<file path="src/hdl/hoct_pkg.sv">
// ----------------------------------------------------------------------------
// hoct_pkg
// Shared types, constants and helpers for the half-open connection table.
// ----------------------------------------------------------------------------
package hoct_pkg;

    localparam int DEPTH_DEF     = 64;
    localparam int TIME_BITS_DEF = 48;

    localparam int ID_W    = 64;
    localparam int KEY_W   = 64;
    localparam int LIMIT_W = 7;
    localparam int CNT_W   = 7;
    localparam int EVICT_W = 32;
    localparam int APB_DW  = 64;
    localparam int APB_AW  = 4;

    localparam logic [LIMIT_W-1:0] LIMIT_RST = 7'd64;
    localparam logic [63:0]        AGE_RST   = 64'd1000000000;
    localparam logic [31:0]        CNT_MAX   = 32'((1 << CNT_W) - 1);

    typedef enum logic [1:0] {
        REQ_OPEN      = 2'd0,
        REQ_ESTABLISH = 2'd1,
        REQ_CLOSE     = 2'd2,
        REQ_EXPIRE    = 2'd3
    } t_req;

    typedef enum logic {
        REG_TABLE_LIMIT = 1'b0,
        REG_MAX_AGE     = 1'b1
    } t_reg_sel;

    typedef struct packed {
        logic [ID_W-1:0]    new_id;
        logic               ok;
        logic               evicted;
        logic [CNT_W-1:0]   removed_count;
        logic [CNT_W-1:0]   live_count;
        logic [CNT_W-1:0]   established_count;
        logic [CNT_W-1:0]   peak_count;
        logic [EVICT_W-1:0] eviction_total;
    } t_result;

    // Clamp a count to the largest value the result field can carry
    function automatic logic [CNT_W-1:0] sat_count(input logic [31:0] v);
        logic [CNT_W-1:0] res;
        res = (v > CNT_MAX) ? CNT_MAX[CNT_W-1:0] : v[CNT_W-1:0];
        return res;
    endfunction

endpackage

</file>
<file path="src/hdl/hoct_regs.sv">
// ----------------------------------------------------------------------------
// hoct_regs
// APB register bank: table limit and half-open expiry age.
// ----------------------------------------------------------------------------
module hoct_regs
    import hoct_pkg::*;
#(
    parameter int TIME_BITS = TIME_BITS_DEF
) (
    input  logic                 i_clk,
    input  logic                 i_rst_n,
    input  logic                 psel,
    input  logic                 penable,
    input  logic                 pwrite,
    input  logic [APB_AW-1:0]    paddr,
    input  logic [APB_DW-1:0]    pwdata,
    output logic [APB_DW-1:0]    prdata,
    output logic                 pready,
    output logic [LIMIT_W-1:0]   o_table_limit,
    output logic [TIME_BITS-1:0] o_max_age
);

    logic [LIMIT_W-1:0]   r_table_limit, n_table_limit;
    logic [TIME_BITS-1:0] r_max_age, n_max_age;
    logic                 w_write;
    t_reg_sel             w_sel;

    assign pready  = 1'b1;
    assign w_write = psel && penable && pwrite;
    assign w_sel   = t_reg_sel'(paddr[3]);

    always_comb begin
        n_table_limit = r_table_limit;
        n_max_age     = r_max_age;
        if (w_write) begin
            case (w_sel)
                REG_TABLE_LIMIT: n_table_limit = pwdata[LIMIT_W-1:0];
                REG_MAX_AGE:     n_max_age     = pwdata[TIME_BITS-1:0];
                default:         n_table_limit = r_table_limit;
            endcase
        end
    end

    always_ff @(posedge i_clk) begin
        if (!i_rst_n) begin
            r_table_limit <= LIMIT_RST;
            r_max_age     <= AGE_RST[TIME_BITS-1:0];
        end else begin
            r_table_limit <= n_table_limit;
            r_max_age     <= n_max_age;
        end
    end

    // Read back the selected register
    always_comb begin
        case (w_sel)
            REG_TABLE_LIMIT: prdata = APB_DW'(r_table_limit);
            REG_MAX_AGE:     prdata = APB_DW'(r_max_age);
            default:         prdata = '0;
        endcase
    end

    assign o_table_limit = r_table_limit;
    assign o_max_age     = r_max_age;

endmodule

</file>
<file path="config.mk">
export PLATFORM = sky130hd
export DESIGN_NAME = hoct_regs
export DESIGN_NICKNAME = d
export VERILOG_FILES = /design/src/hdl/hoct_pkg.sv /design/src/hdl/hoct_regs.sv
export SDC_FILE = /design/constraint.sdc
export NUM_CORES = 1
export LEC_CHECK = 0
export ABC_AREA = 1
export BUFFER_PORTS_ARGS = -buffer_cell sky130_fd_sc_hd__buf_4
export CORE_ASPECT_RATIO = 0.8
export CORE_UTILIZATION = 40
export CTS_BUF_LIST = sky130_fd_sc_hd__clkbuf_8 sky130_fd_sc_hd__clkbuf_16
export DETAILED_ROUTE_END_ITERATION = 10
export HOLD_SLACK_MARGIN = 0.08
export PLACE_DENSITY = 0.87
export SLEW_MARGIN = 20
export SYNTH_ARGS = -nofsm -noshare
export SYNTH_HDL_FRONTEND = slang
export SYNTH_SLANG_ARGS = --single-unit
</file>
<file path="constraint.sdc">
create_clock -name i_clk -period 2.82 [get_ports i_clk]
set_input_delay 0.423 -clock i_clk [delete_from_list [all_inputs] [get_ports i_clk]]
set_output_delay 0.423 -clock i_clk [all_outputs]
set_load 0.03 [all_outputs]
</file>
==> summary.md, run 1 <==
| Metric | Value |
|---|---|
| Outcome | `complete, no violations` |
| Sequential element share of the synthesized area | `between 30 and 40%` |
| GRT overflow | `0` |
| Row count | `27` |
| Clock Tree Buf Depth | `2` |
| RSZ-0062 raised after global routing | `false` |
| HPWL Detailed | `5.28 mm` |
| Routed WL | `between 7 and 8 mm` |
| CTS tree | `done` |
| Max_slew headroom | `approximately 64%` |
| H-tree Lvls | `2` |
| Buffers on Ports | `between 150 and 200` |
| Hold_buf cts | `0` |
| Most common cell after layout, fill and taps aside | `buf_4` |
| Synth unique cells | `16` |
| PostCTS Resize Cnt | `0` |
| Hold Path Class | `input port to flop` |
| Initial antenna violation count | `0` |
| Vias per cell | `~4.4` |
| Tightest Pin Transition | `around 550 ps` |
| Yosys warning count | `0` |
| Worst Setup Path Type | `input port to output pin` |
| Fin Hold WS | `between 300 and 400 ps` |
| Final min period | `1780 ps` |
| Initial core utilization | `about two fifths` |
| Vias in the first global route | `2,675` |
| Fin cells | `between 600 and 700` |
| Final Cycle Share | `between 60% and 70%` |
| First-pass GRT wire length | `approximately 12 mm` |
| Vias | `3,000` |
| CORE AREA | `6860 sq um` |
| Post-Synthesis Cells | `roughly 450` |
| CP Launch Type | `input port` |
| #FFs+latches synth | `55` |
| Leakage | `about 0.0024 uW` |
| Final Cell Area | `roughly 4000 sq um` |
| Gr usage total | `between 10% and 20%` |
| Clock Skews | `0 ps` |
| Met1 Track Usage GR | `between 20% and 30%` |
| Max_cap viols | `0` |
| Grt met2 use | `36.0%` |
| Wire length per cell | `~11 um` |
| Max-slew violations | `0` |
| Max VDD drop | `0.000196 V` |
| # nets final | `between 600 and 700` |
| Synthesized cell area | `2830 sq um` |
| Post-CTS Setup Bufs | `0` |
| Pwr/cell area | `411 nW/um^2` |
| Setup TNS | `0 ps` |
| Clock root buffer | `clkbuf_8` |
| Final setup viols | `0` |
| Area grow syn2layout | `41.2%` |
| Post-route ant nets | `0` |
| Io pins | `around 190` |
| Clk pin slew, worst setup/hold paths | `around 90 ps` |
| CP Data Arrival Time | `around 1400 ps` |
| Die height | `around 77 um` |
| Routability Congestion | `~0.77` |
| Count of final hold-check violations | `0` |
| Fin util | `around three fifths` |
| DRC Markers | `0` |
| CP Capture Type | `output pin` |
| TritonCTS Buffers | `5` |
| Dpl cell area | `around 3900 sq um` |
| Most frequent cells in the layout | `159 x buf_4, 131 x nand2_1, 82 x nor2_1` |
| Mean Syn Cell Area | `~6.2 sq um` |
| Clk_lat worst skew | `290 ps` |
| Die W | `96.0 um` |
| Dpl cells | `roughly 670` |
| Layout cells sized above 1 | `~29%` |
| Sink Count | `55` |
| GR peak layer | `met2` |
| Die Area | `approximately 7400 sq um` |
| Initial drt markers | `between 80 and 90` |
| Met3 usage | `roughly 3.7%` |
| Max Fclk | `around 560 MHz` |
| Antenna cell count | `0` |
| Crit path max fanout | `39` |
| Required time of the critical path | `2400 ps` |
| Pre-Repair DR Iteration Count | `4` |
| Largest net degree at the start of global routing | `between 50 and 60` |
==> path summary, 6_finish.rpt <==
check	startpoint	end	slack [ps]	cells after the start
min	pwdata[15]	o_max_age[15]	340	3
min reg2reg	o_max_age[20]	o_max_age[20]	490	2
max	paddr[3]	prdata[4]	1040	5
max reg2reg	o_table_limit[6]	o_table_limit[6]	2190	2
==> area by class of cell <==
type                    instances  area (sq um)
clock buffers                   5          68.8
clock inverters                 3          12.5
fillers                       640          2860
inverters                      78           295
multi-input cells             291          1190
flip-flops and latches         55          1100
well taps                      87           109
repair buffers                160          1210
==> power by group <==
part | switching (uW) | internal, uW
sequential | 21.9 | 804
clock | 233 | 168
combinational | 261 | 153
==> critical path, cell delays in order <==
cell and delay [ps]:
buf_4 180, buf_4 390, nand2_1 110, nand2_1 80
buf_4 150
==> synthesized netlist by cell type (all sizes together) <==
| library cell | instances | area [sq um] |
|---|---|---|
| nand2 | 132 | 498 |
| nor2 | 85 | 342 |
| inv | 78 | 295 |
| nand3 | 56 | 285 |
| dfxtp | 55 | 1100 |
| buf | 41 | 283 |
| clkbuf | 3 | 11.3 |
| conb | 2 | 7.51 |
| o21ai | 1 | 5.00 |
==> sequential cells by signal, indices dropped and copies added (netlist names) <==
name	cells
o_table_limit	7
o_max_age	48
==> per-stage QoR <==
step	total power, uW	worst slack, ps
2_1_floorplan	1120	1200
3_3_place_gp	1250	1040
3_5_place_dp	1260	1040
4_1_cts	1660	1030
5_1_grt	1740	929
6_report	1640	1040
==> cell families (layout without fill, tap and decap cells) <==
group	Yosys count	in the layout	share of synthesized area, %
flops	55	55	38.9
buf+inv	122	246	20.8
simple gates	273	273	39.8
other cells	2	17	0.266
compound gates	1	1	0.177
==> layer usage <==
| layer | share of wire [%] | wire length, um |
|---|---|---|
| met5 | 0 | 0 |
| met3 | 5.7 | 410 |
| met2 | 49 | 3530 |
| met1 | 45 | 3200 |
| met4 | 0.40 | 29 |
Power figures use the tool's default switching activity.
==> run 2: changes to the inputs <==
--- a/config.mk
+++ b/config.mk
@@ -5,7 +5,7 @@
 export SDC_FILE = /design/constraint.sdc
 export NUM_CORES = 1
 export LEC_CHECK = 0
-export ABC_AREA = 1
+export ABC_AREA = 0
 export BUFFER_PORTS_ARGS = -buffer_cell sky130_fd_sc_hd__buf_4
 export CORE_ASPECT_RATIO = 0.8
 export CORE_UTILIZATION = 40
==> constraint.sdc (replaced) <==
create_clock -name i_clk -period 1.7 [get_ports i_clk]
set_input_delay 0.255 -clock i_clk [delete_from_list [all_inputs] [get_ports i_clk]]
set_output_delay 0.255 -clock i_clk [all_outputs]
set_load 0.03 [all_outputs]
==> run 2 against run 1 <==
  * Sequential power up 62%
  * Worst setup slack worse by 770 ps
  * Die area down 3.1%
  * Via count down 19%
  * Cell area up 0.50%
  * Clock skew unchanged
  * Sequential cell count unchanged
  * Largest cell class is now multi-input gates
  * Highest routed layer unchanged
==> summary.md, run 2 <==
| Metric | Value |
|---|---|
| Clk_lat worst skew | `290 ps (about the same)` |
| Slowest-stage cell, CP | `mux2_2` |
| Wire length per cell | `12.3 um (+16%)` |
| Sink Count | `55 (unchanged)` |
| CP Capture Type | `output pin` |
| Leakage | `0.00188 uW (-23%)` |
| Pint | `1920 uW (+71%)` |
| Setup TNS | `0 ps (unchanged)` |
| Vias | `2,431 (-19%)` |
| CTS tree | `done` |
| Most common cell after layout, fill and taps aside | `buf_4` |
| Initial drt markers | `45 (-46%)` |
| TritonCTS Buffers | `5 (unchanged)` |
| Max-slew violations | `0 (unchanged)` |
| Outcome | `complete, no violations` |
| Post-route ant nets | `0 (unchanged)` |
| Most frequent cells in the layout | `157 x buf_4, 76 x nand2_1, 55 x mux2i_1, 55 x dfxtp_1, 41 x and2_1` |
| Final Cycle Share | `~84%` |
| CP top delay family | `buffers and inverters` |
| RSZ-0062 raised after global routing | `false` |
| First-pass GRT wire length | `10.2 mm (-12%)` |
| Combinational power share | `20.8% (-4.4 points)` |
| Tightest Pin Transition | `501 ps (-45.0 ps)` |
| Critical-path cell list | `buf_4 > buf_12 > mux2_2 > buf_4` |
| Clock power share | `28.5% (+4.1 points)` |
| Post-Synthesis Cells | `306 (-32%)` |
| Mean Syn Cell Area | `8.95 sq um (+43%)` |
| Routed WL | `6.56 mm (-8.5%)` |
| Max FFs per register | `48 (unchanged)` |
| Row count | `26 (-3.7%)` |
| Top-count cell post-synth | `nand2_1` |
| Required time of the critical path | `1440 ps (-960 ps)` |
| Max Fclk | `702 MHz` |
| Initial antenna violation count | `0 (unchanged)` |
| Seq pwr share | `50.7% (+0.3 points)` |
| Cell taking the most area after synthesis | `dfxtp_1` |
| CORE AREA | `6510 sq um (-5.1%)` |
| Clock Skews | `0 ps (unchanged)` |
| Post-synth EDFFs | `0 (unchanged)` |
| Max VDD drop | `0.000373 V (+91%)` |
| Switch Pwr | `719 uW (+40%)` |
| Vias per cell | `4.54 (+2.8%)` |
| Clk pin slew, worst setup/hold paths | `90 ps (about the same)` |
| Max_slew headroom | `66.4% (+2.8 points)` |
| Vias in the first global route | `2,250 (-16%)` |
| Hold_buf cts | `0 (unchanged)` |
| Post-synth ARST share | `0% (unchanged)` |
| Largest net degree at the start of global routing | `40 (-29%)` |
| Synth unique cells | `13 (-3)` |
| WL met1 | `2.71 mm (-15%)` |
| Synth cell count leaders | `76 x nand2_1, 55 x dfxtp_1, 55 x mux2i_1` |
| CP Launch Type | `input port` |
| Hold Path Class | `input port to flop` |
| Yosys top cell area share | `40.2% (+1.3 points)` |
| CP max stage delay | `340 ps (-50 ps)` |
| Crit path max fanout | `25 (-36%)` |
| GRT overflow | `0 (unchanged)` |
| Buffers on Ports | `156 (unchanged)` |
| Clock root buffer | `clkbuf_8` |
| Setup slack, reg-to-reg | `1050 ps (-1140 ps)` |
| Ranking of synthesized cells by area | `dfxtp_1 40%, mux2i_1 20%, nand2_1 10%` |
| HPWL Detailed | `4.89 mm (-7.5%)` |
| PostCTS Resize Cnt | `0 (unchanged)` |
| Max_cap viols | `0 (unchanged)` |
| Initial core utilization | `42.1% (+0.84 points)` |
| # nets final | `523 (-21%)` |
| DRC Markers | `0 (unchanged)` |
| Top FF cell, synth | `dfxtp_1` |
| Antenna cell count | `0 (unchanged)` |
| Synthesized cell area | `2740 sq um (-3.2%)` |
| H-tree Lvls | `2 (unchanged)` |
| Count of final hold-check violations | `0 (unchanged)` |
| Yosys warning count | `0 (unchanged)` |
| Layout cells sized above 1 | `39.2% (+10 points)` |
| Met3 wire length | `428 um (+4.4%)` |
| Final setup viols | `0 (unchanged)` |
| Most used cell, CP | `buf_4` |
| Final min period | `approximately 1400 ps` |
| Crit path buf inv count | `3 (unchanged)` |
| Dpl cells | `527 (-21%)` |
| Sw frac | `27.3% (-4.2 points)` |
| CP Data Arrival Time | `1170 ps (-190 ps)` |
| DR WL met2 | `3.36 mm (-4.8%)` |
| Pwr/cell area | `657 nW/um^2 (+60%)` |
| Pre-Repair DR Iteration Count | `4 (unchanged)` |
| Die Area | `7180 sq um (-3.1%)` |
| Die W | `94.5 um (-1.6%)` |
| Gr usage total | `17.7% (-1.8 points)` |
| Fin cells | `535 (-21%)` |
| Worst Setup Path Type | `input port to output pin` |
| Io pins | `193 (unchanged)` |
| #FFs+latches synth | `55 (unchanged)` |
| Clock Tree Buf Depth | `2 (unchanged)` |
| Die height | `76.0 um (-1.6%)` |
| Area grow syn2layout | `46.6%` |
| Post-CTS Setup Bufs | `0 (unchanged)` |
| Sequential element share of the synthesized area | `40.2% (+1.3 points)` |
| Routability Congestion | `0.718 (-6.3%)` |
| Top Metal Used | `met4` |
run 2: final timing paths:
path | from | endpoint | depth (start not counted)
setup / recovery | paddr[3] | prdata[1] | 4
setup reg to reg | o_max_age[6] | o_max_age[6] | 2
hold / removal | pwdata[47] | o_max_age[47] | 3
hold reg to reg | o_max_age[8] | o_max_age[8] | 2
run 2: power groups by stage:
stage	logic (uW)	registers, uW	clock network [uW]
2_1_floorplan	302	1420	0
3_3_place_gp	543	1370	0
3_5_place_dp	550	1370	0
4_1_cts	551	1340	790
5_1_grt	587	1340	855
6_report	548	1340	753
run 2: worst min-delay path: stages:
cell     delay [ps]
buf_4           110
nand2_1          40
mux2i_1          50
run 2: area by class of cell:
class / instances / area [sq um]
tap: 84 / 105
clock inverter: 1 / 3.75
timing repair buffer: 162 / 1280
sequential: 55 / 1100
multi-input combinational: 226 / 1430
fill: 556 / 2490
clock buffer: 7 / 96.3
run 2: through the flow:
stage / power, uW / util [%] / hold WS [ps] / setup WS (ps) / instance area, sq um
after floorplan: 1720 / - / 397 / 483 / 2790
after global placement: 1910 / 60.2 / 455 / 289 / 3910
after detailed placement: 1920 / 60.2 / 463 / 274 / 3910
after CTS: 2680 / 61.7 / 195 / 271 / 4010
after global routing: 2780 / 61.7 / 192 / 226 / 4010
final: 2640 / 61.7 / 204 / 276 / 4010
run 2: cell families (layout without fill, tap and decap cells):
logic type             Yosys count  count (layout)  synth area share, %
AND/OR/NAND/NOR                147             147                 26.8
multiplexers                    62              62                 23.0
flip-flops                      55              55                 40.2
buffers and inverters           40             170                 9.69
other                            2              17                0.274
run 2: routing by layer:
| metal | vias to the layer above | track usage [%] |
|---|---|---|
| met5 | - | 0 |
| met3 | 6 | 3.79 |
| met4 | 0 | 5.30 |
| met2 | 95 | 34.0 |
| li1 | 1220 | - |
| met1 | 1110 | 18.9 |
